### config.mk
export PLATFORM = sky130hd
export DESIGN_NAME = knn_idw_div
export DESIGN_NICKNAME = d
export VERILOG_FILES = /design/src/rtl/core/assert_macros.svh /design/src/rtl/core/knn_idw_pkg.sv /design/src/rtl/core/knn_idw_div.sv
export SDC_FILE = /design/constraint.sdc
export NUM_CORES = 1
export LEC_CHECK = 0
export BUFFER_PORTS_ARGS = -buffer_cell sky130_fd_sc_hd__buf_2
export CAP_MARGIN = 0
export CORE_ASPECT_RATIO = 1.4
export CORE_MARGIN = 2
export CORE_UTILIZATION = 55
export CTS_CLUSTER_SIZE = 16
export DETAILED_ROUTE_END_ITERATION = 10
export PLACE_DENSITY = 0.77
export SETUP_SLACK_MARGIN = 0.2
export SLEW_MARGIN = 20
export SYNTH_ARGS = -nofsm -noshare
export SYNTH_HDL_FRONTEND = slang
export SYNTH_SLANG_ARGS = --single-unit
### constraint.sdc
create_clock -name clk -period 5 [get_ports clk]
set_input_delay 0.5 -clock clk [delete_from_list [all_inputs] [get_ports clk]]
set_output_delay 0.5 -clock clk [all_outputs]
set_load 0.02 [all_outputs]
### src/rtl/core/assert_macros.svh
// Assertion macros for the interpolator RTL.
// Expects signals clk and arst_n in the including module.
`ifndef ASSERT_MACROS_SVH
`define ASSERT_MACROS_SVH

`ifndef SYNTHESIS

`define KNN_ASSERT_ALWAYS(lbl, expr) \
	lbl: assert property (@(posedge clk) disable iff (!arst_n) (expr)) \
		else $error("invariant violated");

`define KNN_ASSERT_IMPL(lbl, ante, cons) \
	lbl: assert property (@(posedge clk) disable iff (!arst_n) (ante) |-> (cons)) \
		else $error("implication violated");

`define KNN_ASSERT_NEXT(lbl, ante, cons) \
	lbl: assert property (@(posedge clk) disable iff (!arst_n) (ante) |=> (cons)) \
		else $error("next-cycle implication violated");

`else

`define KNN_ASSERT_ALWAYS(lbl, expr)
`define KNN_ASSERT_IMPL(lbl, ante, cons)
`define KNN_ASSERT_NEXT(lbl, ante, cons)

`endif

`endif

### src/rtl/core/knn_idw_pkg.sv
// Shared types and constants for the k-nearest inverse-distance interpolator.
// No dependencies.
package knn_idw_pkg;

	localparam int DEF_MAX_POINTS     = 1024;
	localparam int DEF_MAX_NEIGHBOURS = 16;

	localparam int COORD_W = 24;
	localparam int VALUE_W = 32;
	localparam int NC_W    = 5;
	localparam int PWR_W   = 12;
	localparam int CFG_W   = 12;
	localparam int D2_W    = 50;
	localparam int T_W     = 36;
	localparam int MUL_W   = 33;
	localparam int ROOT_W  = 31;
	localparam int WGT_W   = 25;
	localparam int NUM_W   = 64;
	localparam int DEN_W   = 32;

	localparam logic [1:0] MODE_LOAD  = 2'd0;
	localparam logic [1:0] MODE_QUERY = 2'd1;
	localparam logic [1:0] MODE_CLEAR = 2'd2;

	localparam logic [0:0] REG_NEIGHBOUR_COUNT = 1'b0;
	localparam logic [0:0] REG_POWER_Q8        = 1'b1;

	localparam logic [NC_W-1:0]  NC_RESET  = 5'd8;
	localparam logic [PWR_W-1:0] PWR_RESET = 12'd512;

	// integer square root seeds: 2^-1 in Q.30, shifted up by 30
	localparam logic [60:0] ISQRT_V0   = 61'd1 << 59;
	localparam logic [60:0] ISQRT_BIT0 = 61'd1 << 60;

	localparam logic [11:0] SHIFT_BIAS  = 12'd6;
	localparam logic [11:0] SHIFT_LIMIT = 12'd40;
	localparam logic [5:0]  LOG_TOP     = 6'd49;
	localparam logic [6:0]  LOG_BIAS    = 7'd24;

	typedef struct packed {
		logic [1:0]                 mode;
		logic signed [COORD_W-1:0] coord_x;
		logic signed [COORD_W-1:0] coord_y;
		logic signed [COORD_W-1:0] coord_z;
		logic signed [VALUE_W-1:0] sample_value;
	} in_t;

	typedef struct packed {
		logic signed [VALUE_W-1:0] interp_value;
		logic                       empty_flag;
		logic                       store_full;
	} out_t;

endpackage

### src/rtl/core/knn_idw_div.sv
// Restoring signed divider, one quotient bit per cycle, truncates toward zero.
// Depends on knn_idw_pkg.
module knn_idw_div (
	input  logic                                   clk,
	input  logic                                   arst_n,
	input  logic                                   start,
	input  logic signed [knn_idw_pkg::NUM_W-1:0]   dividend,
	input  logic [knn_idw_pkg::DEN_W-1:0]          divisor,
	output logic                                   done,
	output logic signed [knn_idw_pkg::NUM_W-1:0]   quotient
);

	typedef enum logic [1:0] {D_IDLE, D_RUN, D_FIN} dstate_t;

	dstate_t                          state_q;
	logic [5:0]                       cnt_q;
	logic                             done_q;
	logic [knn_idw_pkg::NUM_W-1:0]    mag_q;
	logic [knn_idw_pkg::DEN_W-1:0]    rem_q;
	logic [knn_idw_pkg::DEN_W-1:0]    den_q;
	logic                             neg_q;
	logic signed [knn_idw_pkg::NUM_W-1:0] quo_q;

	logic [knn_idw_pkg::DEN_W:0]      rem_sh;
	logic                             fits;

	assign rem_sh = {rem_q, mag_q[knn_idw_pkg::NUM_W-1]};
	assign fits   = rem_sh >= {1'b0, den_q};

	always_ff @(posedge clk or negedge arst_n) begin
		if (!arst_n) begin
			state_q <= D_IDLE;
			cnt_q   <= '0;
			done_q  <= 1'b0;
		end else begin
			done_q <= 1'b0;
			case (state_q)
				D_IDLE: begin
					if (start) begin
						cnt_q   <= '0;
						state_q <= D_RUN;
					end
				end
				D_RUN: begin
					cnt_q <= cnt_q + 6'd1;
					if (cnt_q == 6'd63)
						state_q <= D_FIN;
				end
				D_FIN: begin
					done_q  <= 1'b1;
					state_q <= D_IDLE;
				end
				default: state_q <= D_IDLE;
			endcase
		end
	end

	always_ff @(posedge clk) begin
		case (state_q)
			D_IDLE: begin
				if (start) begin
					mag_q <= dividend[knn_idw_pkg::NUM_W-1] ? -dividend : dividend;
					neg_q <= dividend[knn_idw_pkg::NUM_W-1];
					den_q <= (divisor == '0) ? knn_idw_pkg::DEN_W'(1) : divisor;
					rem_q <= '0;
				end
			end
			D_RUN: begin
				rem_q <= fits ? knn_idw_pkg::DEN_W'(rem_sh - {1'b0, den_q})
				              : rem_sh[knn_idw_pkg::DEN_W-1:0];
				mag_q <= {mag_q[knn_idw_pkg::NUM_W-2:0], fits};
			end
			D_FIN: quo_q <= neg_q ? -signed'(mag_q) : signed'(mag_q);
			default: ;
		endcase
	end

	assign done     = done_q;
	assign quotient = quo_q;

endmodule

Word-level counts from Yosys, hierarchy flattened
Cells that the tools add are included.
- add/sub/neg operators: 4
- multiply operators: 0
- div/mod/pow operators: 0
- order comparisons: 1
- eq/ne operators: 5
- shifts and indexed selects: 0
- mux-type cells: 13
- bitwise logic cells: 0
- reduce and logical (&&, ||, !) cells: 6
- operators by type and width (cell ; count):
    64-bit 2-to-1 mux ; 3
    64-bit negation ; 2
    64-bit one-hot mux with 2 select lines ; 1
    32-bit 2-to-1 mux ; 2
    32-bit one-hot mux with 2 select lines ; 1
    33-bit by 32-bit >= comparator with 1-bit output ; 1
    32-bit zero test ; 1
    32-bit subtractor ; 1
    6-bit one-hot mux with 2 select lines ; 1
    6-bit by 1-bit adder with 6-bit output, second input constant ; 1
    6-bit equality test, second input constant ; 1
    6-bit 2-to-1 mux ; 1
    2-bit AND reduction ; 3
    2-bit 2-to-1 mux ; 2
    2-bit != test, second input constant ; 2
    2-bit one-hot mux with 2 select lines ; 1
    2-bit by 1-bit equality test with 1-bit output, second input constant ; 1
    2-bit equality test, second input constant ; 1
    2-bit zero test ; 1
    2-bit nonzero test ; 1
    1-bit 2-to-1 mux ; 1
- flip-flop bits (word level): 202
- latch bits: 0
- bits in writable memories: 0
- ROM bits: 0
- input bits: 99
- output and inout port bits: 65
- word-level logic and storage cells: 37
- memories kept: 0

Depth between registers and ports, before layout
- depth after elaboration: 4
- depth in mapped cells: 13
- gate-level depth less buffers: 11

Least setup slack after synthesis
No wires, ideal clock.
- path kind: reg-to-reg
- start point: reg state_q[0]
- end point: reg quo_q, in the netlist quotient[0], enable pin
- library setup time: 495 ps
- arrival time: 3285 ps
- data required time: 4505 ps
- path slack: 1220 ps
- stages on the path, launching flop included: 2
- buffers on the path: 0
- period minus slack after synthesis: 3780 ps
- path through: dfrtp_1 -> nor2b_1
- cells in the longest elaborated chain, start to end: 1
- RTL lines (item ; RTL line ; RTL):
    start: declaration ; knn_idw_div.sv:15 ; dstate_t state_q;
    start signal: assignment ; knn_idw_div.sv:32 ; state_q <= D_IDLE;
    start signal: assignment ; knn_idw_div.sv:41 ; state_q <= D_RUN;
    start signal: assignment ; knn_idw_div.sv:47 ; state_q <= D_FIN;
    2-bit equality test ; knn_idw_div.sv:59 ; case (state_q)
    end signal: assignment ; knn_idw_div.sv:73 ; D_FIN: quo_q <= neg_q ? -signed'(mag_q) : signed'(mag_q);
    end: declaration ; knn_idw_div.sv:22 ; logic signed [knn_idw_pkg::NUM_W-1:0] quo_q;
No other way between the ends.
A chain may end at the register's enable or synchronous reset.

Worst setup path in the final report
- start point: reg mag_q[5] (netlist bit)
- end point: reg quo_q, in the netlist quotient[50], data pin
- cells in the longest elaborated chain, start to end: 2
- RTL lines (item ; RTL line ; RTL):
    start: declaration ; knn_idw_div.sv:18 ; logic [knn_idw_pkg::NUM_W-1:0] mag_q;
    start signal: assignment ; knn_idw_div.sv:62 ; mag_q <= dividend[knn_idw_pkg::NUM_W-1] ? -dividend : dividend;
    start signal: assignment ; knn_idw_div.sv:71 ; mag_q <= {mag_q[knn_idw_pkg::NUM_W-2:0], fits};
    64-bit negation ; knn_idw_div.sv:73 ;
    64-bit 2-to-1 mux ; knn_idw_div.sv:73 ;
No other way between the ends.

==> parameters.txt <==
Parameter                              Value

Setup path
  Worst setup path start ... mag_q[5]
  Minimum setup slack among reg-to-reg paths ... 1.20 ns
  Max stage delay cell, worst path ... sky130_fd_sc_hd__o31ai_1
  Critical path data required time ... 5.24 ns
  Worst path bufs/invs ... 0
  Critical path's largest stage delay ... 0.62 ns
  Setup crit start kind ... register
  Startpoint of the worst register-to-register path ... mag_q[5]
  Arrival time worst endpoint ... 4.03 ns
  Maximum fanout count along the critical path ... 6
  Cell breakdown of the critical path ... or4_1 > nor4_1 > nand4_1 > or3_1 > o31ai_1 > nand2_1 > xor2_1
  Critical Path Sink Type ... register
  Worst setup path class ... reg2reg
  Delay-heaviest family, CP ... simple AND/OR/NAND/NOR gates

Drt
  ANT nets after route ... 0
  Mean number of vias per cell ... 5.918
  Wirelength, routed ... 26670 microns
  Remaining routing DRC violations ... 0
  Length of the first detailed-routing pass in iterations ... 6
  Final routed wire length divided by cell count ... around 17 microns
  Vias ... 9132
  DR iter-0 viols ... between 600 and 700

Die
  Die width ... around 130 microns
  Starting Density ... 56.22%
  Placeable core region ... around 21000 sq um
  # IOs ... 164
  Die height ... around 180 microns
  Count of standard-cell rows ... 63
  Area enclosed by the die boundary ... 22970 sq um

Power and ir drop
  Switching component of the power ... 2746 uW
  Switching share of total power ... 36.40%
  Maximum resistive drop on vdd ... about 0.37 mV
  Power per unit of standard cell area ... 554.7 nW/um^2
  Share of power burned in combinational logic ... 37.9%
  Static leakage ... 0.005320 uW
  Clk pwr share ... between 20 and 25%
  Internal power ... 4798 uW
  Proportion of power drawn by flip-flops and latches ... 41.4%

CTS
  Number of buffers inserted for hold repair after clock tree synthesis ... 1
  H-tree depth ... 1
  CTS buffer count ... 21
  CTS clk-pin slew, worst paths ... 0.06 ns
  Insertion delay to the later sink of the worst-skew pair ... 0.49 ns
  Longest Clk Path Bufs ... 3
  Number of sinks on the clock net ... 202
  CTS resizes ... 0
  Buffers inserted during post-CTS setup optimization ... 0
  Clk root buf ... sky130_fd_sc_hd__clkbuf_16
  CTS tree ... yes

STA
  Worst slew pin tran ... 1.044 ns
  Period minus WS final ... 3.798 ns
  Max-slew violations ... 0
  Clock skew ... roughly 0.0095 ns
  Tcrit/Tclk final ... 75.95%
  Fmax ... 0.2633 GHz
  Setup tns final ... 0 ns
  Rel. slew slack ... 30.38%
  Final setup vio count ... 0
  Unrepaired setup endpoints after global routing ... false
  Number of failing hold endpoints at the final stage ... 0

Place
  Gp weighted congestion ... 0.8844
  Quantity of I/O buffers inserted on ports ... 163
  Post-placement cell area ... 12910 sq um
  Detailed placement HPWL ... 19800 microns

Yosys
  Flip-flop and latch count after synthesis ... 202
  Syn. warnings ... 0
  Cell variety after synth ... 56
  Most common cell in the netlist ... sky130_fd_sc_hd__edfxtp_1
  Gate count after technology mapping ... 1151
  Cells taking the most area after synthesis ... sky130_fd_sc_hd__edfxtp_1 (48%), sky130_fd_sc_hd__xor2_1 (5.6%), sky130_fd_sc_hd__o21ai_0 (5.5%)
  Post-synthesis async set-or-reset flop share ... 4.455%
  Yosys top cell area share ... between 40 and 50%
  Most frequently used flop master after synthesis ... sky130_fd_sc_hd__edfxtp_1
  Mean area per synthesized cell ... 10.40 sq um
  Top cell type by total area after synthesis ... sky130_fd_sc_hd__edfxtp_1
  Number of enable-type register cells in the synthesized netlist ... 193
  Number of nets produced by synthesis ... 1286
  Part of the Yosys area used for sequential elements ... between 50% and 60%
  Commonest cells in the synthesized netlist ... sky130_fd_sc_hd__edfxtp_1 (193), sky130_fd_sc_hd__o21ai_0 (132), sky130_fd_sc_hd__nand2_1 (125), sky130_fd_sc_hd__xor2_1 (77), sky130_fd_sc_hd__xnor2_1 (74)
  Post-synthesis instance area ... roughly 12000 sq um

GRT
  Total global routing track utilization ... 23.07%
  Via count of the first global-routing pass ... 8794
  Global-route wire length before repair ... 42030 microns
  Pin count of the biggest net entering global routing ... 77
  Number of antenna violations at the first check in global routing ... 2
  Congestion Overflow GR ... 0

Layout
  End-of-flow core utilization ... approximately 64%
  Design area ... 13600 sq um
  Final-stage net count ... 1406
  Area growth from synthesis to layout ... 13.67%
  Fraction of final layout cells sized beyond drive strength 1 ... around 17%
  Diode count ... 0
  Number of fill cells ... 1738

Run
  Number of max-cap violations ... 0

Outcome
  Status ... finished, final reports clean

Worst hold path
  Kind of path behind the tightest hold check ... in2reg
  Critical hold path startpoint ... divisor[23]
## layer usage
| layer | up-vias | track usage [%] | routed length [microns] |
|---|---|---|---|
| li1 | 4470 | - | - |
| met1 | 4332 | 25.48 | 10120 |
| met2 | 246 | 42.86 | 14130 |
| met3 | 80 | 3.239 | 1228 |
| met4 | 4 | 11.50 | 1176 |
| met5 | - | 0 | 23 |
## cells in the final DEF (no fill, tap or decap), drive strengths merged, types with 14 or more instances in the layout
| cell type | n |
|---|---|
| edfxtp | 193 |
| buf | 173 |
| o21ai | 135 |
| nand2 | 125 |
| xor2 | 77 |
| xnor2 | 74 |
| inv | 45 |
| nor2 | 43 |
| o31ai | 40 |
| ha | 35 |
| a21oi | 31 |
| or3 | 25 |
| clkbuf | 24 |
| o41ai | 23 |
| nand3 | 22 |
| or4 | 21 |
| mux2i | 20 |
| nor4 | 19 |
| nand2b | 15 |
| a21o | 14 |
## layout make-up
class                      instances  area [sq um]  share of cell area (%)
sequential                       202          6021                   44.27
timing repair buffer             174         903.4                   6.642
multi-input combinational        826          5497                   40.41
inverter                          46         173.9                   1.279
tap                              260         325.3                   2.392
clock buffer                      24         536.8                   3.947
clock inverter                    11         143.9                   1.058
## through the flow
step / setup WS (ns) / total power [uW] / hold WS, ns / std cells
after floorplan: 1.220 / 5248 / 0.2044 / 1151
after global placement: 0.8352 / 5867 / 0.3734 / 1507
after detailed placement: 0.7340 / 5985 / 0.3745 / 1507
after CTS: 1.236 / 7572 / 0.1755 / 1543
after global routing: 1.001 / 8079 / 0.1717 / 1543
final: 1.202 / 7544 / 0.1943 / 1543
## final timing paths
| path | depth (start not counted) | to |
|---|---|---|
| max in group asynchronous | 2 | cnt_q[5] |
| min reg2reg | 1 | cnt_q[5] |
| min in group asynchronous | 2 | done |
| min | 1 | den_q[23] |
| max | 7 | quotient[50] |
| max reg2reg | 7 | quotient[50] |
## power groups by stage
stage	registers (uW)	logic (uW)	clock network, uW
6_report	3120	2860	1560
5_1_grt	3200	3220	1660
4_1_cts	3120	2860	1590
3_5_place_dp	3150	2840	0
3_3_place_gp	3130	2740	0
2_1_floorplan	3000	2250	0
## cell families after synthesis
logic type	count (synthesis)	share of synthesized area (%)
adder cells (fa/ha/maj)	36	3.827
AND/OR/NAND/NOR	332	14.10
flip-flops	202	50.32
AO/OA/AOI/OAI	287	15.10
XOR/XNOR	151	11.05
buffers and inverters	123	3.932
multiplexers	20	1.673
## registers in the layout, summed over array words and instances, names as in the netlist
| signal | cells |
|---|---|
| mag_q | 64 |
| done | 1 |
| cnt_q | 6 |
| den_q | 32 |
| state_q | 2 |
| quotient | 64 |
| rem_q | 32 |
| neg_q | 1 |
Note: power is estimated with default switching activity, not from simulation.
